==> config.mk <==
export PLATFORM = sky130hd
export DESIGN_NAME = complementary_tilt_filter_flat
export DESIGN_NICKNAME = d
export VERILOG_FILES = /design/src/hdl/ctf_pkg.sv /design/src/hdl/ctf_if.sv /design/src/hdl/complementary_tilt_filter.sv /design/src/flat_wrapper.sv
export VERILOG_INCLUDE_DIRS = /design/src /design/src/hdl
export SDC_FILE = /design/constraint.sdc
export NUM_CORES = 2
export LEC_CHECK = 0
export ABC_AREA = 1
export BUFFER_PORTS_ARGS = -buffer_cell sky130_fd_sc_hd__buf_2
export CAP_MARGIN = 10
export CORE_ASPECT_RATIO = 1.1
export CORE_MARGIN = 1.5
export CORE_UTILIZATION = 45
export CTS_CLUSTER_DIAMETER = 40
export DETAILED_ROUTE_END_ITERATION = 6
export GPL_TIMING_DRIVEN = 0
export SLEW_MARGIN = 30
export SYNTH_ARGS = -nofsm -noshare
export SYNTH_HDL_FRONTEND = slang
export SYNTH_SLANG_ARGS = --single-unit
export TNS_END_PERCENT = 5
==> constraint.sdc <==
create_clock -name clk -period 8 [get_ports clk]
set_input_delay 2 -clock clk [delete_from_list [all_inputs] [get_ports clk]]
set_output_delay 2 -clock clk [all_outputs]
set_load 0.005 [all_outputs]
==> src/hdl/complementary_tilt_filter_defines.svh <==
// Assertion shorthands for the tilt filter; each assumes clk and arst_n in scope.
`ifndef COMPLEMENTARY_TILT_FILTER_DEFINES_SVH
`define COMPLEMENTARY_TILT_FILTER_DEFINES_SVH
`ifndef ASSERT_OFF
// Same-cycle implication.
`define CTF_ASSERT_SAME(lbl, ante, cons, msg) \
	lbl: assert property (@(posedge clk) disable iff (!arst_n) (ante) |-> (cons)) \
		else $error(msg);
// Next-cycle implication.
`define CTF_ASSERT_NEXT(lbl, ante, cons, msg) \
	lbl: assert property (@(posedge clk) disable iff (!arst_n) (ante) |=> (cons)) \
		else $error(msg);
`else
`define CTF_ASSERT_SAME(lbl, ante, cons, msg)
`define CTF_ASSERT_NEXT(lbl, ante, cons, msg)
`endif
`endif

==> src/hdl/ctf_pkg.sv <==
package ctf_pkg;

	localparam int SAMPLE_W   = 16;
	localparam int ANGLE_W    = 24;
	localparam int KEEP_W     = 17;
	localparam int MAG_W      = 17;
	localparam int GAIN_W     = 16;
	localparam int CFG_DATA_W = 32;
	localparam int CFG_ADDR_W = 4;

	localparam int KEEP_ONE      = 65536;
	localparam int KEEP_RST      = 64225;
	localparam int MAG_LOW_RST   = 8192;
	localparam int MAG_HIGH_RST  = 32768;
	localparam int GAIN_RST      = 639;
	localparam int GAIN_FRAC     = 8;
	localparam int KEEP_FRAC     = 16;

	localparam int CORDIC_STEPS_DEF    = 16;
	localparam int ANGLE_FRAC_BITS_DEF = 12;
	localparam int TBL_FRAC            = 20;
	localparam int TBL_LEN             = 24;
	localparam int TBL_IDX_W           = 5;
	localparam int ATAN_W              = 27;
	localparam int CORDIC_PRESCALE     = 8;
	localparam int XY_W                = 27;
	localparam int Z_W                 = 30;
	localparam int QUARTER_TURN        = 94371840;
	localparam int MUL_A_W             = 18;

	localparam int ANGLE_MAX = 2**(ANGLE_W-1) - 1;
	localparam int ANGLE_MIN = -(2**(ANGLE_W-1));

	typedef enum logic [1:0] {
		REG_BLEND_KEEP = 2'd0,
		REG_MAG_LOW    = 2'd1,
		REG_MAG_HIGH   = 2'd2,
		REG_GYRO_GAIN  = 2'd3
	} reg_idx_t;

	// atan(2^-i) in 2^-20 degree units
	function automatic logic [ATAN_W-1:0] atan_entry(input logic [TBL_IDX_W-1:0] idx);
		logic [ATAN_W-1:0] r;
		unique case (idx)
			5'd0:  r = ATAN_W'(47185920);
			5'd1:  r = ATAN_W'(27855475);
			5'd2:  r = ATAN_W'(14718068);
			5'd3:  r = ATAN_W'(7471121);
			5'd4:  r = ATAN_W'(3750058);
			5'd5:  r = ATAN_W'(1876857);
			5'd6:  r = ATAN_W'(938658);
			5'd7:  r = ATAN_W'(469357);
			5'd8:  r = ATAN_W'(234682);
			5'd9:  r = ATAN_W'(117342);
			5'd10: r = ATAN_W'(58671);
			5'd11: r = ATAN_W'(29335);
			5'd12: r = ATAN_W'(14668);
			5'd13: r = ATAN_W'(7334);
			5'd14: r = ATAN_W'(3667);
			5'd15: r = ATAN_W'(1833);
			5'd16: r = ATAN_W'(917);
			5'd17: r = ATAN_W'(458);
			5'd18: r = ATAN_W'(229);
			5'd19: r = ATAN_W'(115);
			5'd20: r = ATAN_W'(57);
			5'd21: r = ATAN_W'(29);
			5'd22: r = ATAN_W'(14);
			5'd23: r = ATAN_W'(7);
			default: r = '0;
		endcase
		return r;
	endfunction

	// |v| with |-32768| = 32768
	function automatic logic [MAG_W-1:0] abs_sample(input logic signed [SAMPLE_W-1:0] v);
		logic signed [SAMPLE_W:0] e;
		e = {v[SAMPLE_W-1], v};
		return v[SAMPLE_W-1] ? MAG_W'(-e) : MAG_W'(e);
	endfunction

endpackage

==> src/hdl/ctf_if.sv <==
interface ctf_in_if import ctf_pkg::*; ();
	logic                       valid;
	logic                       ready;
	logic signed [SAMPLE_W-1:0] accel_x;
	logic signed [SAMPLE_W-1:0] accel_y;
	logic signed [SAMPLE_W-1:0] accel_z;
	logic signed [SAMPLE_W-1:0] gyro_x;
	logic signed [SAMPLE_W-1:0] gyro_y;

	modport source (output valid, accel_x, accel_y, accel_z, gyro_x, gyro_y, input ready);
	modport sink (input valid, accel_x, accel_y, accel_z, gyro_x, gyro_y, output ready);
endinterface

interface ctf_out_if import ctf_pkg::*; ();
	logic                      valid;
	logic                      ready;
	logic signed [ANGLE_W-1:0] pitch_angle;
	logic signed [ANGLE_W-1:0] roll_angle;
	logic                      corrected;

	modport source (output valid, pitch_angle, roll_angle, corrected, input ready);
	modport sink (input valid, pitch_angle, roll_angle, corrected, output ready);
endinterface

==> src/hdl/complementary_tilt_filter.sv <==
// Pitch/roll complementary filter for a six-axis motion sensor.
// sample: one item per timer tick with raw accel x/y/z and gyro x/y.
// result: one item per tick with saturated pitch and roll (1/4096 degree
//   at the default fraction) and a flag that the accelerometer blend ran.
// APB port: blend_keep at 0x0, mag_low at 0x4, mag_high at 0x8, gyro_gain
//   at 0xC; write only while no item is in flight. pready is tied high.
// One CORDIC vectoring unit, one step per cycle, runs N = min(CORDIC_STEPS, 24)
//   steps of atan2 for pitch then roll, and a single 18-bit by wide multiplier
//   serves gyro scaling and both blends.
// sample.ready is high only while the sequencer is idle; the next item can be
//   taken in the cycle after the result register loads.
// The result register holds one item; while it is stalled the next item is
//   still accepted and computed, and only its final load waits.
// Reset clears pitch and roll to zero and loads the register defaults.
`include "complementary_tilt_filter_defines.svh"

module complementary_tilt_filter import ctf_pkg::*; #(
	parameter int CORDIC_STEPS    = CORDIC_STEPS_DEF,
	parameter int ANGLE_FRAC_BITS = ANGLE_FRAC_BITS_DEF
) (
	input  logic                  clk,
	input  logic                  arst_n,
	ctf_in_if.sink                sample,
	ctf_out_if.source             result,
	input  logic                  psel,
	input  logic                  penable,
	input  logic                  pwrite,
	input  logic [CFG_ADDR_W-1:0] paddr,
	input  logic [CFG_DATA_W-1:0] pwdata,
	output logic [CFG_DATA_W-1:0] prdata,
	output logic                  pready
);

	localparam int NSTEPS = (CORDIC_STEPS < TBL_LEN) ? CORDIC_STEPS : TBL_LEN;
	localparam int CNT_W  = (NSTEPS > 1) ? $clog2(NSTEPS) : 1;
	localparam int SH     = TBL_FRAC - ANGLE_FRAC_BITS;
	localparam int ACC_W  = Z_W - SH;
	localparam int MB_W   = (ACC_W > ANGLE_W) ? ACC_W : ANGLE_W;
	localparam int P_W    = MUL_A_W + MB_W;

	typedef enum logic [10:0] {
		S_IDLE   = 11'b000_0000_0001,
		S_GX     = 11'b000_0000_0010,
		S_GY     = 11'b000_0000_0100,
		S_GEND   = 11'b000_0000_1000,
		S_CINIT  = 11'b000_0001_0000,
		S_CITER  = 11'b000_0010_0000,
		S_CROUND = 11'b000_0100_0000,
		S_BA     = 11'b000_1000_0000,
		S_BB     = 11'b001_0000_0000,
		S_BC     = 11'b010_0000_0000,
		S_OUT    = 11'b100_0000_0000
	} state_t;

	state_t state_q;

	logic [KEEP_W-1:0] keep_q;
	logic [MAG_W-1:0]  mag_low_q, mag_high_q;
	logic [GAIN_W-1:0] gain_q;

	logic signed [SAMPLE_W-1:0] ax_q, ay_q, az_q, gx_q, gy_q;
	logic                       corr_q, axis_q, zero_q;
	logic [CNT_W-1:0]           cnt_q;
	logic signed [XY_W-1:0]     x_q, y_q;
	logic signed [Z_W-1:0]      z_q;
	logic signed [ACC_W-1:0]    acc_q;
	logic signed [P_W-1:0]      prod_q, sum_q;
	logic signed [ANGLE_W-1:0]  pitch_q, roll_q;

	logic signed [ANGLE_W-1:0] out_pitch_q, out_roll_q;
	logic                      out_corr_q, out_valid_q;

	logic                     cfg_wr;
	reg_idx_t                 cfg_idx;
	logic [MAG_W:0]           mag_sum;
	logic                     corr_d;
	logic [KEEP_W-1:0]        keep_eff, keep_rest;
	logic signed [MUL_A_W-1:0] mul_a;
	logic signed [MB_W-1:0]   mul_b;
	logic signed [P_W-1:0]    prod_d, gyro_step, blend_sum;
	logic signed [ANGLE_W-1:0] angle_sel, blend_ang;
	logic signed [SAMPLE_W-1:0] y_src;
	logic signed [XY_W-1:0]   xs, ys, sx, sy;
	logic signed [Z_W-1:0]    tbl, z_rnd, z_shr;
	logic                     in_acc, out_free;

	function automatic logic signed [ANGLE_W-1:0] sat_angle(input logic signed [P_W-1:0] v);
		logic signed [ANGLE_W-1:0] r;
		if (v > P_W'(ANGLE_MAX)) begin
			r = ANGLE_W'(ANGLE_MAX);
		end else if (v < P_W'(ANGLE_MIN)) begin
			r = ANGLE_W'(ANGLE_MIN);
		end else begin
			r = v[ANGLE_W-1:0];
		end
		return r;
	endfunction

	assign pready       = 1'b1;
	assign cfg_wr       = psel && penable && pwrite && pready;
	assign cfg_idx      = reg_idx_t'(paddr[CFG_ADDR_W-1:2]);
	assign sample.ready = (state_q == S_IDLE);
	assign in_acc       = sample.valid && sample.ready;
	assign out_free     = !out_valid_q || result.ready;

	assign result.valid       = out_valid_q;
	assign result.pitch_angle = out_pitch_q;
	assign result.roll_angle  = out_roll_q;
	assign result.corrected   = out_corr_q;

	always_comb begin
		unique case (cfg_idx)
			REG_BLEND_KEEP: prdata = CFG_DATA_W'(keep_q);
			REG_MAG_LOW:    prdata = CFG_DATA_W'(mag_low_q);
			REG_MAG_HIGH:   prdata = CFG_DATA_W'(mag_high_q);
			REG_GYRO_GAIN:  prdata = CFG_DATA_W'(gain_q);
		endcase
	end

	assign mag_sum = (MAG_W+1)'(abs_sample(ax_q)) + (MAG_W+1)'(abs_sample(ay_q))
		+ (MAG_W+1)'(abs_sample(az_q));
	assign corr_d  = (mag_sum > {1'b0, mag_low_q}) && (mag_sum < {1'b0, mag_high_q});

	assign keep_eff  = (keep_q > KEEP_W'(KEEP_ONE)) ? KEEP_W'(KEEP_ONE) : keep_q;
	assign keep_rest = KEEP_W'(KEEP_ONE) - keep_eff;
	assign angle_sel = axis_q ? roll_q : pitch_q;

	// shared multiplier
	always_comb begin
		unique case (state_q)
			S_GX: begin
				mul_a = $signed({2'b00, gain_q});
				mul_b = MB_W'(gx_q);
			end
			S_GY: begin
				mul_a = $signed({2'b00, gain_q});
				mul_b = MB_W'(gy_q);
			end
			S_BA: begin
				mul_a = $signed({1'b0, keep_eff});
				mul_b = MB_W'(angle_sel);
			end
			S_BB: begin
				mul_a = $signed({1'b0, keep_rest});
				mul_b = MB_W'(acc_q);
			end
			default: begin
				mul_a = '0;
				mul_b = '0;
			end
		endcase
	end

	assign prod_d    = mul_a * mul_b;
	assign gyro_step = (prod_q + P_W'(2**(GAIN_FRAC-1))) >>> GAIN_FRAC;
	assign blend_sum = sum_q + prod_q;
	assign blend_ang = sat_angle(blend_sum >>> KEEP_FRAC);

	// CORDIC vectoring datapath
	assign y_src = axis_q ? ax_q : ay_q;
	assign xs    = XY_W'(az_q) <<< CORDIC_PRESCALE;
	assign ys    = XY_W'(y_src) <<< CORDIC_PRESCALE;
	assign sx    = x_q >>> cnt_q;
	assign sy    = y_q >>> cnt_q;
	assign tbl   = $signed(Z_W'(atan_entry(TBL_IDX_W'(cnt_q))));
	assign z_rnd = z_q + Z_W'(2**(SH-1));
	assign z_shr = z_rnd >>> SH;

	always_ff @(posedge clk or negedge arst_n) begin
		if (!arst_n) begin
			state_q     <= S_IDLE;
			keep_q      <= KEEP_W'(KEEP_RST);
			mag_low_q   <= MAG_W'(MAG_LOW_RST);
			mag_high_q  <= MAG_W'(MAG_HIGH_RST);
			gain_q      <= GAIN_W'(GAIN_RST);
			pitch_q     <= '0;
			roll_q      <= '0;
			axis_q      <= 1'b0;
			cnt_q       <= '0;
			out_valid_q <= 1'b0;
		end else begin
			if (cfg_wr) begin
				unique case (cfg_idx)
					REG_BLEND_KEEP: keep_q     <= pwdata[KEEP_W-1:0];
					REG_MAG_LOW:    mag_low_q  <= pwdata[MAG_W-1:0];
					REG_MAG_HIGH:   mag_high_q <= pwdata[MAG_W-1:0];
					REG_GYRO_GAIN:  gain_q     <= pwdata[GAIN_W-1:0];
				endcase
			end
			// S_OUT reloads the register itself
			if (result.valid && result.ready && state_q != S_OUT) begin
				out_valid_q <= 1'b0;
			end
			unique case (state_q)
				S_IDLE: begin
					if (sample.valid) begin
						state_q <= S_GX;
					end
				end
				S_GX: state_q <= S_GY;
				S_GY: begin
					pitch_q <= sat_angle(P_W'(pitch_q) + gyro_step);
					state_q <= S_GEND;
				end
				S_GEND: begin
					roll_q  <= sat_angle(P_W'(roll_q) - gyro_step);
					axis_q  <= 1'b0;
					state_q <= corr_q ? S_CINIT : S_OUT;
				end
				S_CINIT: begin
					cnt_q   <= '0;
					state_q <= S_CITER;
				end
				S_CITER: begin
					cnt_q <= cnt_q + 1'b1;
					if (cnt_q == CNT_W'(NSTEPS-1)) begin
						state_q <= S_CROUND;
					end
				end
				S_CROUND: state_q <= S_BA;
				S_BA:     state_q <= S_BB;
				S_BB:     state_q <= S_BC;
				S_BC: begin
					if (axis_q) begin
						roll_q  <= blend_ang;
						state_q <= S_OUT;
					end else begin
						pitch_q <= blend_ang;
						state_q <= S_CINIT;
					end
					axis_q <= 1'b1;
				end
				S_OUT: begin
					if (out_free) begin
						out_valid_q <= 1'b1;
						state_q     <= S_IDLE;
					end
				end
				default: state_q <= S_IDLE;
			endcase
		end
	end

	always_ff @(posedge clk) begin
		prod_q <= prod_d;
		if (in_acc) begin
			ax_q <= sample.accel_x;
			ay_q <= sample.accel_y;
			az_q <= sample.accel_z;
			gx_q <= sample.gyro_x;
			gy_q <= sample.gyro_y;
		end
		if (state_q == S_GX) begin
			corr_q <= corr_d;
		end
		if (state_q == S_CINIT) begin
			zero_q <= (az_q == '0) && (y_src == '0);
			// fold the left half plane by a quarter turn
			if (az_q < 0) begin
				if (y_src >= 0) begin
					x_q <= ys;
					y_q <= -xs;
					z_q <= Z_W'(QUARTER_TURN);
				end else begin
					x_q <= -ys;
					y_q <= xs;
					z_q <= -Z_W'(QUARTER_TURN);
				end
			end else begin
				x_q <= xs;
				y_q <= ys;
				z_q <= '0;
			end
		end
		if (state_q == S_CITER) begin
			if (y_q >= 0) begin
				x_q <= x_q + sy;
				y_q <= y_q - sx;
				z_q <= z_q + tbl;
			end else begin
				x_q <= x_q - sy;
				y_q <= y_q + sx;
				z_q <= z_q - tbl;
			end
		end
		if (state_q == S_CROUND) begin
			acc_q <= zero_q ? '0 : z_shr[ACC_W-1:0];
		end
		if (state_q == S_BB) begin
			sum_q <= prod_q + P_W'(2**(KEEP_FRAC-1));
		end
		if (state_q == S_OUT && out_free) begin
			out_pitch_q <= pitch_q;
			out_roll_q  <= roll_q;
			out_corr_q  <= corr_q;
		end
	end

	`CTF_ASSERT_NEXT(a_accept_starts, in_acc, state_q == S_GX, "accepted item did not start")
	`CTF_ASSERT_SAME(a_cordic_needs_corr, state_q == S_CINIT, corr_q, "CORDIC run without blend")
	`CTF_ASSERT_SAME(a_cnt_bound, state_q == S_CITER, cnt_q <= CNT_W'(NSTEPS-1), "step count overrun")
	`CTF_ASSERT_NEXT(a_result_load, state_q == S_OUT && out_free, result.valid && state_q == S_IDLE && result.pitch_angle == $past(pitch_q), "result load mismatch")

endmodule

==> src/flat_wrapper.sv <==
// flat-port wrapper written by rule: the top's interface ports become plain ports
module complementary_tilt_filter_flat import ctf_pkg::*;
#(
	parameter int CORDIC_STEPS    = CORDIC_STEPS_DEF,
	parameter int ANGLE_FRAC_BITS = ANGLE_FRAC_BITS_DEF
)
  (clk, arst_n, psel, penable, pwrite, paddr, pwdata, prdata, pready, sample_valid, sample_accel_x, sample_accel_y, sample_accel_z, sample_gyro_x, sample_gyro_y, sample_ready, result_valid, result_pitch_angle, result_roll_angle, result_corrected, result_ready);
  ctf_in_if sample_i ();
  ctf_out_if result_i ();
  input  logic clk;
  input  logic arst_n;
  input  logic psel;
  input  logic penable;
  input  logic pwrite;
  input  logic [CFG_ADDR_W-1:0] paddr;
  input  logic [CFG_DATA_W-1:0] pwdata;
  output logic [CFG_DATA_W-1:0] prdata;
  output logic pready;
  input wire logic [$bits(sample_i.valid)-1:0] sample_valid;
  input wire logic [$bits(sample_i.accel_x)-1:0] sample_accel_x;
  input wire logic [$bits(sample_i.accel_y)-1:0] sample_accel_y;
  input wire logic [$bits(sample_i.accel_z)-1:0] sample_accel_z;
  input wire logic [$bits(sample_i.gyro_x)-1:0] sample_gyro_x;
  input wire logic [$bits(sample_i.gyro_y)-1:0] sample_gyro_y;
  output wire logic [$bits(sample_i.ready)-1:0] sample_ready;
  output wire logic [$bits(result_i.valid)-1:0] result_valid;
  output wire logic [$bits(result_i.pitch_angle)-1:0] result_pitch_angle;
  output wire logic [$bits(result_i.roll_angle)-1:0] result_roll_angle;
  output wire logic [$bits(result_i.corrected)-1:0] result_corrected;
  input wire logic [$bits(result_i.ready)-1:0] result_ready;
  assign sample_i.valid = sample_valid;
  assign sample_i.accel_x = sample_accel_x;
  assign sample_i.accel_y = sample_accel_y;
  assign sample_i.accel_z = sample_accel_z;
  assign sample_i.gyro_x = sample_gyro_x;
  assign sample_i.gyro_y = sample_gyro_y;
  assign sample_ready = sample_i.ready;
  assign result_valid = result_i.valid;
  assign result_pitch_angle = result_i.pitch_angle;
  assign result_roll_angle = result_i.roll_angle;
  assign result_corrected = result_i.corrected;
  assign result_i.ready = result_ready;
  complementary_tilt_filter #(.CORDIC_STEPS(CORDIC_STEPS), .ANGLE_FRAC_BITS(ANGLE_FRAC_BITS)) u_core (.clk(clk), .arst_n(arst_n), .sample(sample_i), .result(result_i), .psel(psel), .penable(penable), .pwrite(pwrite), .paddr(paddr), .pwdata(pwdata), .prdata(prdata), .pready(pready));
endmodule
# Word level (Yosys, flattened, before mapping)
# Memory sizes are Yosys's and may differ from the RTL's.
# Cells that the tools add are included.
[totals]
register_bits = 453
latch_bits = 0
mem_bits_rw = 0
mem_bits_ro = 416
inputBits = 123
wordCells = 153
memories = 1
[mem_list]
columns = ["name", "words", "word_bits", "read_ports", "rd_clocked_by_memory_dff", "wr", "line_no", "rtl"]
rows = [
  ["(no name shown)", 16, 26, 1, 0, 0, "ctf_pkg.sv:44", "unique case (idx)"],
]
[classes]
n_addsub = 21
multipliers = 1
div = 0
magnitude_cmp = 12
eq_ne = 21
shift = 2
mux = 45
bitwise = 0
n_reduce_logical = 24
[op_table]
columns = ["op", "n"]
rows = [
  ["2-to-1 mux 27 bit", 10],
  ["2-to-1 mux 24 bit", 9],
  ["2-to-1 mux 30 bit", 5],
  ["case mux 32 bit (4 select lines)", 1],
  ["case mux 11 bit (11 select lines)", 1],
  ["case mux 24 bit (2 select lines)", 2],
  ["case mux 24 bit (4 select lines)", 1],
  ["> comparator 42 x 24 -> 1 bit, second input constant", 2],
  ["less-than comparator 42 x 24 -> 1 bit, second input constant", 2],
  ["2-to-1 mux 17 bit", 4],
  ["2-to-1 mux 11 bit", 5],
  ["adder 27 bit", 2],
  ["negator 24 -> 27 bit", 2],
  [">>> shifter 27 x 4 -> 27 bit", 2],
  ["subtractor 27 bit", 2],
  ["negator 16 -> 17 bit", 3],
  ["case mux 17 bit (3 select lines)", 1],
  ["adder 42 x 17 -> 42 bit, second input constant", 1],
  ["adder 42 bit", 1],
  ["adder 42 x 9 -> 42 bit, second input constant", 1],
  ["multiplier 18 x 24 -> 42 bit", 1],
  ["adder 24 x 34 -> 35 bit", 1],
  ["subtractor 24 x 34 -> 35 bit", 1],
  ["logical NOT 16 bit", 2],
  ["other kinds (44)", 64],
]

# Depth between registers and ports, before layout
[logic_depth]
ltp_word = 6
ltp_mapped = 46

# Least setup slack after synthesis
# Ideal clock, no wire load.
[synth_path]
path_type = "register -> register"
start = "reg u_core.keep_q[1]"
end = "reg u_core.prod_q[39]"
setup_ns = 0.072
t_arrival_ns = 7.346
t_required_ns = 7.928
path_slack_ns = 0.583
path_stages_with_launch = 38
synth_period_minus_slack_ns = 7.417
cell_sequence = "dfrtp_1 > nor3_1 > inv_1 > nor2_1 > nand4_1 > nand2_2 > buf_6 > nand2_1 > ha_1 > nand3_2 > nor2_1 > inv_1 > nand3_1 > nand2_1 > inv_2 > nor2_1 > inv_1 > fa_1 > [2 not listed] > fa_1 > fa_1 > fa_1 > inv_1 > fa_1 > inv_1 > ha_1 > nand2_1 > nor2_1 > inv_1 > nor2_1 > inv_1 > o21ai_0 > nand2_1 > o211ai_1 > nand2_1 > nand2_1 > xor2_1"
[synth_via]
elab_chain_cells = 5
[synth_lines]
columns = ["element", "line_no", "rtl"]
rows = [
  ["start, declared", "complementary_tilt_filter.sv:57", "logic [KEEP_W-1:0] keep_q;"],
  ["start signal, assigned", "complementary_tilt_filter.sv:172", "keep_q <= KEEP_W'(KEEP_RST);"],
  ["start signal, assigned", "complementary_tilt_filter.sv:184", "REG_BLEND_KEEP: keep_q <= pwdata[KEEP_W-1:0];"],
  ["> comparator 17 bit", "complementary_tilt_filter.sv:124", "assign keep_eff = (keep_q > KEEP_W'(KEEP_ONE)) ? KEEP_W'(KEEP_ONE) : keep_q;"],
  ["2-to-1 mux 17 bit *", "complementary_tilt_filter.sv:124", ""],
  ["subtractor 17 bit", "complementary_tilt_filter.sv:125", "assign keep_rest = KEEP_W'(KEEP_ONE) - keep_eff;"],
  ["case mux 17 bit (3 select lines) *", "complementary_tilt_filter.sv:130", "unique case (state_q)"],
  ["multiplier 18 x 24 -> 42 bit *", "complementary_tilt_filter.sv:154", "assign prod_d = mul_a * mul_b;"],
  ["net u_core.prod_d[39]", "complementary_tilt_filter.sv:80", "logic signed [P_W-1:0] prod_d, gyro_step, blend_sum;"],
  ["end signal, assigned", "complementary_tilt_filter.sv:245", "prod_q <= prod_d;"],
  ["end, declared", "complementary_tilt_filter.sv:67", "logic signed [P_W-1:0] prod_q, sum_q;"],
]
# The timed path passes the listed nets; every way through them passes the cells marked *.
# A chain may end at the register's enable or synchronous reset.

# Final worst setup path
[layout_path]
start = "reg u_core.keep_q[0]"
end = "reg u_core.prod_q[39]"
# The elaborated chain is that of the path after synthesis.

==> run metrics <==
number of antenna violations at the first check in global routing 1; half-perimeter wire length of the detailed placement result between 150000 and 200000 um; area of the placeable core 0.122 sq mm; synthesized instance count 7691; post-synth cell types 79; register area share after synthesis between 20% and 30%; area growth from synthesis to final layout 14.5%; Post-synth EDFFs around 280; Boundary Pins 207; Crit Path Category register to register; Fmax achieved 128 MHz; first-pass GRT wire length roughly 320000 um; result of the run finished, violations left; Clk Tree Root Cell sky130_fd_sc_hd__clkbuf_16; time the final worst path needs with I/O delays and setup between 7000 and 8000 ps; worst hold path cell count 0; CTS sink count around 450; TritonCTS clock tree done; Pwr Density 371 mW/mm^2; Final Hold Slack ~440 ps; part of the power in registers between 10% and 20%; pin count of the biggest net entering global routing 70; number of cells on the worst reg-to-reg path 40; max cap viols 0; Finish-stage setup viols 0; P_sw 0.0127 W; Die ar. ~0.12 sq mm; clock insertion delay at the later pin of the skew report approximately 730 ps; internal power 0.0107 W; dominant cells by area after synthesis sky130_fd_sc_hd__fa_1 (15%), sky130_fd_sc_hd__edfxtp_1 (15%), sky130_fd_sc_hd__nand2_1 (14%), sky130_fd_sc_hd__inv_1 (9.3%), sky130_fd_sc_hd__ha_1 (8.2%); Filler Cell Count 12200; net total in the final layout 8982; headroom to the max-slew limit between 20% and 30%; number of port buffers between 150 and 200; initial detailed-routing violation count about 4200; commonest non-fill, non-tap cells in the layout sky130_fd_sc_hd__nand2_1 (1997), sky130_fd_sc_hd__inv_1 (1356), sky130_fd_sc_hd__nor2_1 (668); area share of the largest cell type after synthesis ~15%; sum of negative setup slack 0 ps; hold buffer count at cts 0; share of cells above drive strength 1 approximately 11%; number of antenna diodes 0; most common cell after layout, fill and taps aside sky130_fd_sc_hd__nand2_1; largest fanout on the critical path 7; Post-Route Utilization a little over half; Worst setup EP type register; share of async-settable or async-resettable flops after synthesis around 30%; sw frac a little over half; final-report hold violation count 0; Req. time, crit path about 8600 ps; drt drc 4; critical path startpoint category register; first-pass detailed-route iteration total 7; average cell area after synthesis 7.19 sq um; largest voltage drop on the vdd net 404 uV; starting density of the core a little under half; worst clock skew between 50 and 60 ps; violations in the final reports design-rule violations; Max Transition Viols Final 0; via count of the first global-routing pass 52100; prevailing post-synth register cell sky130_fd_sc_hd__edfxtp_1; share of power burned in the clock network 16.3%; leakage power ~32 nW; number of synthesized register bits roughly 450; detailed route wirelength on metal3 around 12000 um; worst hold path class register to register; biggest area consumer among synthesized cells sky130_fd_sc_hd__fa_1; grt ovf 0; number of synthesis warnings 0; Top Layer Used met4; global routing usage summed across all routing layers between 30% and 40%; number of vias per cell after detailed routing 5.40; floorplan row count approximately 130; met2 wirelength from detailed routing roughly 100000 um; WL met1 82500 um; placer's final routability congestion estimate around 1.1; critical path data arrival time 8380 ps; total length of routed wires around 220000 um; ratio of final minimum period to clock period 97.4%; Inserted Clock Buffers 91; Critical Path Slowest Stage Cell sky130_fd_sc_hd__fa_1; total via count in the routed design roughly 53000; mean routed wirelength per cell ~22 um; die width 337 um; CTS H-tree depth 3; number of buffers between clock root and the deepest sink 3; unrepaired setup endpoints after global routing true; DRT antenna net count 0; Syn Std Cell Area between 0.05 and 0.06 sq mm; clock transition at the register clock pins on the worst setup and hold paths after CTS approximately 60 ps; height of the die 371 um; Worst path max stage delay approximately 560 ps; relative contribution of combinational cells to total power about two thirds; Slew @ Worst Pin 1070 ps
[layout make-up]
| cell class | instances | area [sq um] | share of cell area [%] |
|---|---|---|---|
| multi-input combinational | 5628 | 37000 | 58.5 |
| sequential | 453 | 12500 | 19.8 |
| inverter | 1417 | 5370 | 8.49 |
| clock buffer | 105 | 2400 | 3.80 |
| tap | 1632 | 2040 | 3.23 |
| timing repair buffer | 275 | 1900 | 3.00 |
| buffer | 209 | 1300 | 2.06 |
| clock inverter | 64 | 682 | 1.08 |
[logic make-up after synthesis]
group	synth area share, %
XOR/XNOR	4.41
flip-flops	22.7
AO/OA/AOI/OAI	12.3
buffers and inverters	11.7
adder cells (fa/ha/maj)	23.5
multiplexers	0.0906
other	0.0136
AND/OR/NAND/NOR	25.2
[worst max-delay path: cells and delay by family, from the launching register on]
family / cells / cell delay [ps]
DFF: 1 / 550
adders and majority gates: 8 / 3540
buffers and inverters: 7 / 690
and+or+nand+nor: 16 / 1640
AOI/OAI and AO/OA: 8 / 1100
xor gates and xnor gates: 1 / 130
[Yosys cell counts (6+ instances only)]
master	instances
sky130_fd_sc_hd__nand2_1	2015
sky130_fd_sc_hd__nor3_1	80
sky130_fd_sc_hd__xnor2_1	81
sky130_fd_sc_hd__dfxtp_1	42
sky130_fd_sc_hd__nand3b_1	14
sky130_fd_sc_hd__nor2_2	20
sky130_fd_sc_hd__o21ai_1	51
sky130_fd_sc_hd__buf_4	37
sky130_fd_sc_hd__dfrtp_1	111
sky130_fd_sc_hd__a21oi_2	30
sky130_fd_sc_hd__and2_1	9
sky130_fd_sc_hd__fa_1	424
sky130_fd_sc_hd__nand4_1	102
sky130_fd_sc_hd__nor2_4	7
sky130_fd_sc_hd__edfxtp_1	279
sky130_fd_sc_hd__clkinv_1	8
sky130_fd_sc_hd__o21a_1	29
sky130_fd_sc_hd__o2111ai_1	17
sky130_fd_sc_hd__o31ai_1	14
sky130_fd_sc_hd__o221ai_1	13
sky130_fd_sc_hd__o21ai_0	358
sky130_fd_sc_hd__ha_1	360
sky130_fd_sc_hd__o211ai_1	36
sky130_fd_sc_hd__nand2_2	19
sky130_fd_sc_hd__o21bai_1	34
sky130_fd_sc_hd__a21boi_0	9
sky130_fd_sc_hd__or2_2	13
sky130_fd_sc_hd__xor2_1	197
sky130_fd_sc_hd__a21o_1	16
sky130_fd_sc_hd__nor4_1	15
sky130_fd_sc_hd__nand3_1	344
sky130_fd_sc_hd__a21oi_1	467
sky130_fd_sc_hd__a31oi_1	39
sky130_fd_sc_hd__buf_6	20
sky130_fd_sc_hd__o21ai_2	24
sky130_fd_sc_hd__nand3_2	8
sky130_fd_sc_hd__inv_1	1367
sky130_fd_sc_hd__nor2_1	685
sky130_fd_sc_hd__buf_2	70
sky130_fd_sc_hd__dfstp_2	21
sky130_fd_sc_hd__o22ai_1	10
sky130_fd_sc_hd__a221oi_2	6
sky130_fd_sc_hd__clkbuf_1	69
sky130_fd_sc_hd__inv_2	40
sky130_fd_sc_hd__buf_1	13
[flip-flops by register name, summed over array words and instances, names as in the netlist, 22 cells and up]
signal                     cells
u_core.acc_q                  22
u_core.pitch_q                24
u_core.prod_q                 42
u_core.result.pitch_angle     24
u_core.result.roll_angle      24
u_core.roll_q                 24
u_core.sum_q                  42
u_core.x_q                    27
u_core.y_q                    27
u_core.z_q                    30
[what timing repair did]
item | in CTS | in global routing
setup buffers | 28 | 45
resized for setup | 82 | 148
hold endpoints to repair | 0 | 0
pin swaps | 10 | 56
gates cloned | 1 | 1
endpoints found under the setup margin | 27 | 25
[worst paths after layout]
| check | start | end | slack, ps |
|---|---|---|---|
| worst max register to register | u_core.keep_q[0]$_DFFE_PN1P_ | u_core.prod_q[39]$_DFF_P_ | 200 |
| min in group asynchronous | arst_n | u_core.pitch_q[22]$_DFFE_PN0P_ | 1230 |
| worst min register to register | u_core.prod_q[0]$_DFF_P_ | u_core.sum_q[0]$_DFFE_PN_ | 440 |
| worst min-delay path | u_core.prod_q[0]$_DFF_P_ | u_core.sum_q[0]$_DFFE_PN_ | 440 |
| worst max-delay path | u_core.keep_q[0]$_DFFE_PN1P_ | u_core.prod_q[39]$_DFF_P_ | 200 |
| max in group asynchronous | arst_n | u_core.mag_low_q[13]$_DFFE_PN1P_ | 5920 |
[per-stage QoR]
step | instances | power (W) | setup WS [ps] | area, sq um
2_1_floorplan | 7707 | 0.0143 | 583 | 55300
3_3_place_gp | 9512 | 0.0189 | -2180 | 58200
3_5_place_dp | 9539 | 0.0192 | -1600 | 58700
4_1_cts | 9737 | 0.0232 | -29.5 | 62300
5_1_grt | 9783 | 0.0255 | -69.5 | 63300
6_report | 9783 | 0.0235 | 205 | 63300
[power by group through the flow]
| stage | logic, W | clock network, W | registers, W |
|---|---|---|---|
| after CTS | 0.0154 | 0.00388 | 0.00384 |
| final | 0.0158 | 0.00383 | 0.00387 |
| after global placement | 0.0150 | 0 | 0.00394 |
| after detailed placement | 0.0153 | 0 | 0.00388 |
| after floorplan | 0.0109 | 0 | 0.00348 |
| after global routing | 0.0177 | 0.00398 | 0.00388 |
[routing by layer]
| metal | vias to the layer above | GRT usage (%) |
|---|---|---|
| met5 | - | 0 |
| met4 | 0 | 26.2 |
| met3 | 598 | 4.11 |
| met2 | 1888 | 58.5 |
| met1 | 25100 | 39.4 |
| li1 | 25200 | - |
Note: power is estimated with default switching activity, not from simulation.
